File: config.mk
export PLATFORM = sky130hd
export DESIGN_NAME = bsi_cell
export DESIGN_NICKNAME = d
export VERILOG_FILES = /design/src/hdl/bsi_pkg.sv /design/src/hdl/bsi_cell.sv
export SDC_FILE = /design/constraint.sdc
export NUM_CORES = 1
export LEC_CHECK = 0
export ABC_CLOCK_PERIOD_IN_PS = 2550
export BUFFER_PORTS_ARGS = -buffer_cell sky130_fd_sc_hd__clkbuf_2
export CELL_PAD_IN_SITES_DETAIL_PLACEMENT = 2
export CELL_PAD_IN_SITES_GLOBAL_PLACEMENT = 2
export CORE_ASPECT_RATIO = 1.5
export CORE_MARGIN = 4
export CORE_UTILIZATION = 25
export CTS_CLUSTER_DIAMETER = 120
export CTS_CLUSTER_SIZE = 10
export DETAILED_ROUTE_END_ITERATION = 10
export HOLD_SLACK_MARGIN = 0.15
export PLACE_DENSITY = 0.83
export RECOVER_POWER = 100
export SLEW_MARGIN = 30
export SYNTH_ARGS = -nofsm -noshare
export SYNTH_HDL_FRONTEND = slang
export SYNTH_SLANG_ARGS = --single-unit
File: constraint.sdc
create_clock -name clock -period 2.55 [get_ports clock]
set_clock_uncertainty 0.15 [all_clocks]
set_input_delay 0.255 -clock clock [delete_from_list [all_inputs] [get_ports clock]]
set_output_delay 0.255 -clock clock [all_outputs]
set_load 0.02 [all_outputs]
File: src/hdl/bsi_pkg.sv
package bsi_pkg;

   // field widths fixed by the word formats
   localparam int KEY_W   = 32;
   localparam int PAY_W   = 32;
   localparam int IDX_W   = 6;
   localparam int KEEP_W  = 7;

   // defaults for the top level parameters
   localparam int DEPTH_DEF         = 64;
   localparam int PAYLOAD_WIDTH_DEF = 32;

   // empty entries hold the largest key
   localparam logic signed [KEY_W-1:0] KEY_MAX = 32'sh7FFF_FFFF;

   // request codes
   localparam logic REQ_INSERT = 1'b0;
   localparam logic REQ_READ   = 1'b1;

   typedef struct packed {
      logic                    req_type;
      logic signed [KEY_W-1:0] key;
      logic [PAY_W-1:0]        payload;
      logic [IDX_W-1:0]        read_index;
   } req_word_type;

   typedef struct packed {
      logic                    accepted;
      logic [IDX_W-1:0]        insert_position;
      logic signed [KEY_W-1:0] entry_key;
      logic [PAY_W-1:0]        entry_payload;
   } rsp_word_type;

   // per-cycle command shared by all cells
   typedef struct packed {
      logic insert_en;
      logic rotate_en;
   } cell_ctrl_type;

endpackage

File: src/hdl/bsi_cell.sv
module bsi_cell #(
   parameter int PAYLOAD_WIDTH = bsi_pkg::PAYLOAD_WIDTH_DEF
) (
   input  logic                            clock,
   input  logic                            reset,
   input  bsi_pkg::cell_ctrl_type          ctrl,
   input  logic                            in_range,
   input  logic signed [bsi_pkg::KEY_W-1:0] new_key,
   input  logic [PAYLOAD_WIDTH-1:0]        new_payload,
   input  logic signed [bsi_pkg::KEY_W-1:0] prev_key,
   input  logic [PAYLOAD_WIDTH-1:0]        prev_payload,
   input  logic                            prev_ge,
   output logic signed [bsi_pkg::KEY_W-1:0] key_q,
   output logic [PAYLOAD_WIDTH-1:0]        payload_q,
   output logic                            ge
);

   logic signed [bsi_pkg::KEY_W-1:0] key_ff, key_in;
   logic [PAYLOAD_WIDTH-1:0]         payload_ff, payload_in;

   // this entry is at or above the offered key
   assign ge = (key_ff >= new_key);

   // first entry at or above the key takes it, later kept entries move down
   always_comb begin
      key_in     = key_ff;
      payload_in = payload_ff;
      if (ctrl.rotate_en) begin
         key_in     = prev_key;
         payload_in = prev_payload;
      end else if (ctrl.insert_en) begin
         if (ge && !prev_ge) begin
            key_in     = new_key;
            payload_in = new_payload;
         end else if (prev_ge && in_range) begin
            key_in     = prev_key;
            payload_in = prev_payload;
         end
      end
   end

   always_ff @(posedge clock) begin
      if (reset) begin
         key_ff     <= bsi_pkg::KEY_MAX;
         payload_ff <= '0;
      end else begin
         key_ff     <= key_in;
         payload_ff <= payload_in;
      end
   end

   assign key_q     = key_ff;
   assign payload_q = payload_ff;

endmodule

==> flow_summary.ini, run 1 <==
[die]
core_region_area_mm2 = 0.0198
die_y_um = 182
die_w_um = 124
io_pins = 199
placementRows = 63
dieArea_mm2 = 0.0225
start_util_pct = 25.4

[finish]
drive_above_1_share_pct = 42.5
layout_common_cells = clkbuf_2, buf_4, nor3_1
final_nets = 1086
finalNonFillerCells = 1189
area_growth_pct = 72.0
n_fill_cell = 2164
mostFrequentLayoutCell = clkbuf_2

[worst_setup_path]
required_ns = 2.66
crit-reg2reg-launch = key_q[13]
worstSetupStartpointType = flip-flop
cp.arrival_ns = 2.84
critical_path_class = reg2reg
cp-end-kind = flip-flop
cp_max_fo = 9
rr_worst_depth = 11
crit_start = key_q[13]

[min_path]
hold_class = in2reg
holdPathStages = 3
min_from = new_key[31]

[synth]
yosys_warnings = 0
synth_flop_cell = dfxtp_1
synth_edf_count = 0
ys_seq_area_share_pct = 25.5
netlist_instances = 611
ys_async_sr_fraction_pct = 0
syn-cell-area_mm2 = 0.00502
syn_area_per_cell_um2 = 8.22
yosysUniqueCellTypes = 35
synth-seq-cells = 64
synthesis.nets = 777

[drt]
wire_per_inst_um = 25.7
dr_total_vias = 6879
avgViaCountPerCell = 5.79
first_pass_iters = 4
drt-initial-drc-count = 340
drt-total-wl_um = 30500
route.detailed.drc = 0
drtAntennaViolNets = 0

[outcome]
violations = negative setup slack
outcome = finished with violations

[sta]
report.final.setup_viol = 65
worst_hold_slack_ns = 0.220
slew_viol_final = 0
setup_tns_ns = -8.26
worst_pin_slew_ns = 0.686
fin_crit_sh_pct = 107
period_needed_ns = 2.73
setup_ws_ns = -0.177
slew_headroom_pct = 54.3
hold_viol_final = 0
rsz0062_at_grt = true
max_freq_mhz = 367

[grt]
grtUsageTotal_pct = 24.4
grt_max_degree = 66
grt_first_pass_wirelength_um = 42900
grt_antenna_before_repair = 4
grt_pass1_vias = 7729
grt-ovfl-total = 0

[power]
leakage_nw = 3.75
total_power_mw = 4.56
peakVddDrop_mv = 0.292
powerDensity_mw_per_mm2 = 528

[placed_design]
dp_slack_ns = -0.258
gp_congestion = 0.784
dp_cells = 1090
dp_hpwl_um = 16900
portBuffers = 198

[clock_tree]
cts_made_buffers = 9
h-tree-depth = 3
cts_root_buf = clkbuf_16
cts_tree = built
clockBufferDepth = 2
insertion_delay_ns = 0.33
path_clk_slew_ns = 0.06
cts.sinks = 64

[flow_run]
max-cap-violations = 0
## final timing paths
| check | end | slack [ns] |
|---|---|---|
| worst max-delay path | key_q[13] | -0.18 |
| worst min-delay path | key_q[31] | 0.22 |
| worst max register to register | key_q[13] | -0.18 |
| worst min register to register | key_q[28] | 0.41 |
## area by class of cell
class                   instances  area [um^2]  share of cell area (%)
repair buffers                363         2650                    30.6
clock buffers                  11          243                    2.81
multi-input cells             449         3890                    45.0
inverters                      33          124                    1.43
well taps                     260          325                    3.77
diodes                          4         10.0                   0.116
flip-flops and latches         64         1300                    15.0
clock inverters                 5          104                    1.20
## metal layers
| layer | track usage, % | routed length [um] | vias to the layer above |
|---|---|---|---|
| met5 | 0 | 0 | - |
| met4 | 10.6 | 1270 | 0 |
| met3 | 3.27 | 1200 | 70 |
| met2 | 44.7 | 16400 | 255 |
| met1 | 27.3 | 11600 | 3460 |
| li1 | - | - | 3094 |
## cells in the mapped netlist, types with 2 or more instances
library cell  count  share of area, %
a211oi_1         31               4.6
a21oi_1          13               1.3
a221o_1          31               6.2
and3_1           31               3.9
buf_1             4              0.30
buf_2             9              0.90
buf_6             4              0.90
clkbuf_1         48               3.6
dfxtp_1          64                26
ha_1             32               8.0
inv_1            33               2.5
nand2_1          10              0.75
nand2b_1          5              0.62
nand3_1           2              0.20
nand4_1           7              0.87
nor2_1           37               2.8
nor3_1           68               6.8
o21ai_0           6              0.60
o221a_2          33               7.4
o311a_1          33               6.6
o311ai_0         31               5.4
or3_1            66               8.2
## where the power goes
group          switching, mW  internal (mW)
logic                  0.990          0.825
registers              0.117           1.12
clock network          0.519          0.984
## timing repair
item,4_1_cts,5_1_grt
pin swaps,22,43
resized for setup,27,56
endpoints found under the hold margin,63,0
buffers inserted,1,7
hold buffers,63,0
setup endpoints to repair,65,65
cloned,0,8
## metrics by stage
stage / utilization (%) / cell area (um^2)
floorplan: - / 5050
finish: 43.6 / 8640
detailed placement: 34.7 / 6860
global placement: 34.7 / 6860
CTS: 40.3 / 7980
global route: 43.6 / 8640
## critical path, cell delays in order (launching register included)
cell and delay, ns:
dfxtp_1 0.33, ha_1 0.33, nand4_1 0.18, nor3_2 0.17
buf_4 0.15, nand4_1 0.19, a31o_4 0.29, buf_6 0.13
nor3_4 0.25, buf_6 0.18, buf_12 0.13, a221o_1 0.17
## state kept, by name (all words and copies together) (netlist names)
| name | cells |
|---|---|
| payload_q | 32 |
| key_q | 32 |
## logic make-up (layout without fill, tap and decap cells)
logic type	Yosys count	count (layout)	share of synthesized area [%]
compound gates	186	186	33.5
fa+ha+maj	32	32	7.97
buf+inv	98	412	8.15
flops	64	64	25.5
other cells	0	4	0
simple gates	231	231	24.9
No activity file was read; power rests on OpenSTA's default activity.
==> inputs of run 2 (changes only) <==
Settings changed: REMOVE_ABC_BUFFERS set to 1.
==> run 2 against run 1 <==
Register-to-register slack gained 0.04 ns. The flow still finishes with violations (negative setup slack). Critical path depth is 2 lower. Combinational power fell by 4%. Wire length is 6.0% lower. Die area unchanged. Largest power group unchanged. Power shrank 8.9%. Highest routed layer unchanged. Largest cell class unchanged. Utilization is 2.3 points lower.
==> flow_summary.ini, run 2 (same netlist as run 1, synthesis figures left out) <==
[grt]
grt-ovfl-total = 0
grt_max_degree = 65
grt_busiest_layer = met2
use_met2_pct = 46.1
grt_use_met3_pct = 4.24
use_met1_pct = 26.9
grtUsageTotal_pct = 24.6
grt_antenna_before_repair = 0
grt_pass1_vias = 7791
grt_first_pass_wirelength_um = 43300

[worst_setup_path]
worstSetupStartpointType = flip-flop
critical_path_class = reg2out
required_ns = 2.14
crit_slowest_cell = or3_4
cp-end-kind = output port
cp_max_fo = 3
cp.arrival_ns = 2.29
crit_chain = ha_4 -> nand4_1 -> buf_4 -> nor3_4 -> a211o_1 -> or3_4 -> buf_6 -> nand3_4 -> buf_8
slowest_delay_ns = 0.40

[flow_run]
max-cap-violations = 0

[finish]
design_area_mm2 = 0.00817
mostFrequentLayoutCell = clkbuf_2
antennaDiodeCount = 0
finish.utilization_pct = 41.3
area_growth_pct = 62.8
layout_common_cells = clkbuf_2, buf_4, nor3_1, clkbuf_1, or3_1
final_nets = 1080
finalNonFillerCells = 1179
drive_above_1_share_pct = 35.3

[clock_tree]
h-tree-depth = 3
cts_tree = built
cts_root_buf = clkbuf_16
clockBufferDepth = 2
insertion_delay_ns = 0.34
cts_made_buffers = 9
cts.sinks = 64
path_clk_slew_ns = 0.06

[sta]
setup_ws_ns = -0.146
period_needed_ns = 2.70
report.final.setup_viol = 65
worst_hold_slack_ns = 0.240
rsz0062_at_grt = true
slew_headroom_pct = 53.1
max_freq_mhz = 371
worst_pin_slew_ns = 0.704
hold_viol_final = 0
slew_viol_final = 0
fin_crit_sh_pct = 106

[placed_design]
portBuffers = 198
dp_hpwl_um = 16500
gp_congestion = 0.746
dp_cells = 1079
placed_cell_area_mm2 = 0.00681

[die]
dieArea_mm2 = 0.0225
core_region_area_mm2 = 0.0198
placementRows = 63
start_util_pct = 25.4
die_y_um = 182
io_pins = 199
die_w_um = 124

[drt]
route.detailed.drc = 0
avgViaCountPerCell = 5.72
drt-total-wl_um = 28700
wire_per_inst_um = 24.3
drt-initial-drc-count = 398
first_pass_iters = 4
drtAntennaViolNets = 0
dr_total_vias = 6741

[power]
leakage_nw = 3.43
total_power_mw = 4.15
peakVddDrop_mv = 0.251
powerDensity_mw_per_mm2 = 508

[outcome]
violations = negative setup slack
outcome = finished with violations

[min_path]
hold_class = in2reg
[run 2: per-layer routing]
metal	part of all wire, %	wire [um]
met4	2.6	740
met1	39	11200
met3	4.2	1210
met5	0	0
met2	54	15500
[run 2: where the power goes]
part	switching, mW	total [mW]	internal, mW
clock network	0.504	1.18	0.679
logic	0.962	1.75	0.786
registers	0.0991	1.22	1.12
[run 2: area by class of cell]
| type | instances | area [um^2] |
|---|---|---|
| Clock buffer | 12 | 246 |
| Clock inverter | 4 | 20.0 |
| Fill cell | 2216 | 11600 |
| Inverter | 33 | 124 |
| Multi-Input combinational cell | 449 | 3620 |
| Sequential cell | 64 | 1300 |
| Tap cell | 260 | 325 |
| Timing Repair Buffer | 357 | 2540 |
[run 2: worst paths after layout]
| path | cells past startpoint | startpoint | end | slack [ns] |
|---|---|---|---|---|
| setup reg to reg | 7 | key_q[27] | key_q[16] | -0.14 |
| setup / recovery | 9 | key_q[27] | ge | -0.15 |
| hold / removal | 5 | prev_key[10] | key_q[10] | 0.24 |
| hold reg to reg | 1 | payload_q[11] | payload_q[11] | 0.41 |
[run 2: repair_timing]
item / CTS / global route
pin swaps: 30 / 25
endpoints found under the setup margin: 65 / 65
cloned: 3 / 2
hold buffers: 64 / 0
setup buffers: 6 / 9
gates resized for setup: 38 / 23
hold endpoints to repair: 64 / 0
[run 2: worst max-delay path: cells and delay by family, from the launching register on]
family                     cells  cell delay [ns]
DFF                            1             0.33
and+or+nand+nor                4             0.69
AOI/OAI and AO/OA              1             0.31
buffers and inverters          3             0.41
adders and majority gates      1             0.22
[run 2: per-stage QoR]
step	setup slack (ns)	setup TNS (ns)
after detailed placement	-0.355	-17.85
after CTS	-0.128	-3.16
final	-0.146	-6.77
after global routing	-0.203	-9.48
after floorplan	-1.73	-94.67
after global placement	-0.310	-16.48
==> inputs of run 3 (changes only) <==
Settings changed: BUFFER_PORTS_ARGS -buffer_cell sky130_fd_sc_hd__clkbuf_2 to unset, CORE_UTILIZATION 25 to 32, DONT_BUFFER_PORTS set to 1, PLACE_DENSITY 0.83 to 0.81, SKIP_LAST_GASP set to 1.
==> run 3 against run 2 <==
The run still ends with negative setup slack left. Non-clock buffer count fell by 222. Utilization increased by 2.5 points. Cell count shrank 24%. Combinational power is 26% lower. Flip-flop and latch count did not move. Worst setup slack better by 0.077 ns. Critical path depth unchanged.
==> flow_summary.ini, run 3 (same netlist as run 1, synthesis figures left out) <==
[sta]
slew_viol_final = 0
rsz0062_at_grt = true
period_needed_ns = 2.62
worst_hold_slack_ns = 0.163
fin_crit_sh_pct = 103
report.final.setup_viol = 31
worst_pin_slew_ns = 0.722
hold_viol_final = 0
setup_ws_ns = -0.0682
max_freq_mhz = 382
slew_headroom_pct = 51.9

[drt]
wire_per_inst_um = 28.4
first_pass_iters = 4
drt-initial-drc-count = 452
route.detailed.drc = 0
avgViaCountPerCell = 6.62
drtAntennaViolNets = 0
dr_total_vias = 5939
drt-total-wl_um = 25500

[die]
io_pins = 199
dieArea_mm2 = 0.0178
die_y_um = 161
core_region_area_mm2 = 0.0153
placementRows = 55
die_w_um = 110
start_util_pct = 32.9

[clock_tree]
cts_tree = built
cts_root_buf = clkbuf_16
insertion_delay_ns = 0.34
path_clk_slew_ns = 0.06
cts_made_buffers = 9
clockBufferDepth = 2
h-tree-depth = 3
cts.sinks = 64

[power]
p_int_mw = 2.54
seqPwrFrac_pct = 32.2
powerDensity_mw_per_mm2 = 598
power.switching_mw = 1.47
leakage_nw = 2.53
pwr-share-clk_pct = 35.6
peakVddDrop_mv = 0.322
swShare_pct = 36.6
combPwrFrac_pct = 32.2

[worst_setup_path]
timing.rr.end = key_q[0]
critPathCapture = key_q[0]
worstSetupStartpointType = flip-flop
cp.arrival_ns = 2.68
critical_path_class = reg2reg
required_ns = 2.61
cp-end-kind = flip-flop
r2r_slack_ns = -0.07
crit-reg2reg-launch = key_q[29]
rr_worst_depth = 9
crit_start = key_q[29]
cp_max_fo = 23

[grt]
grt_pass1_vias = 6987
grt-ovfl-total = 0
grt_max_degree = 65
grtUsageTotal_pct = 27.9
grt_first_pass_wirelength_um = 39100
grt_antenna_before_repair = 0

[finish]
multi_input_area_mm2 = 0.00353
design_area_mm2 = 0.00670
layout_common_cells = nor3_1, or3_1, dlygate4sd3_1
drive_above_1_share_pct = 17.2
final_nets = 858
mostFrequentLayoutCell = nor3_1
area_growth_pct = 33.4
regArea_mm2 = 0.00129
n_fill_cell = 1641

[min_path]
holdPathStages = 4
hold_class = in2reg

[placed_design]
portBuffers = 0
dp_hpwl_um = 15200
placed_cell_area_mm2 = 0.00563
gp_congestion = 0.811

[outcome]
violations = negative setup slack
outcome = finished with violations

[flow_run]
max-cap-violations = 0
[run 3: cell types whose count changed in the layout (fill, tap and decap cells not counted), moves of 3 or more]
cell      delta
o311ai_1     +8
o311ai_0     -8
clkbuf_2   -133
ha_4         -5
dfxtp_2      -7
dfxtp_1      +7
clkbuf_1    -35
clkinv_2     -3
ha_1         +5
buf_4       -44
buf_12       -5
[run 3: repair_timing]
item	CTS	global route
pin swaps	6	16
setup buffers	0	1
endpoints found under the setup margin	65	65
resized for setup	17	24
hold buffers	65	0
endpoints found under the hold margin	64	0
[run 3: layout make-up]
type | instances | area share (%)
Antenna cell | 1 | 0.0374
Clock buffer | 10 | 3.57
Clock inverter | 6 | 1.34
Inverter | 33 | 1.85
Multi-Input combinational cell | 449 | 52.6
Sequential cell | 64 | 19.2
Tap cell | 199 | 3.72
Timing Repair Buffer | 135 | 17.6
[run 3: per-stage QoR]
| stage | TNS, ns | power, mW | std cells | setup slack, ns | utilization [%] |
|---|---|---|---|---|---|
| 3_5_place_dp | -6.32 | 2.41 | 814 | -0.162 | 36.8 |
| 4_1_cts | -0.823 | 3.99 | 895 | -0.0552 | 44.0 |
| 5_1_grt | -5.59 | 4.19 | 896 | -0.137 | 43.8 |
| 2_1_floorplan | -94.67 | 1.93 | 546 | -1.73 | - |
| 6_report | -1.26 | 4.01 | 897 | -0.0682 | 43.8 |
| 3_3_place_gp | -2.36 | 2.33 | 814 | -0.0784 | 36.8 |
[run 3: metal layers]
layer,GRT usage (%),share of wire [%],up-vias
met5,0,0,-
met1,29.4,37,2943
li1,-,-,2625
met2,49.1,51,283
met3,7.76,7.6,88
met4,15.4,4.2,0
[run 3: how the worst min path moves through the flow]
stage	startpoint	slack, ns	to
after floorplan	new_key[0]	0.24	key_q[0]
after global placement	new_key[8]	0.24	key_q[8]
after detailed placement	new_key[18]	0.25	key_q[18]
after CTS	new_payload[7]	0.15	payload_q[7]
after global routing	new_payload[7]	0.16	payload_q[7]
final	prev_key[21]	0.16	key_q[21]
[run 3: worst max-delay path: stages, from the launching register on]
cell and delay [ns]:
dfxtp_2 0.35, ha_4 0.20, nand4_1 0.16, buf_4 0.16, nor3_1 0.05, a211o_1 0.35
or3_4 0.35, and4_4 0.20, buf_12 0.16, a221o_1 0.36
[run 3: power groups by stage]
stage               registers, mW  logic (mW)  clock network [mW]
finish                       1.29        1.29                1.43
global route                 1.31        1.39                1.49
global placement             1.29        1.04                   0
CTS                          1.28        1.26                1.45
floorplan                    1.36       0.571                   0
detailed placement           1.30        1.11                   0
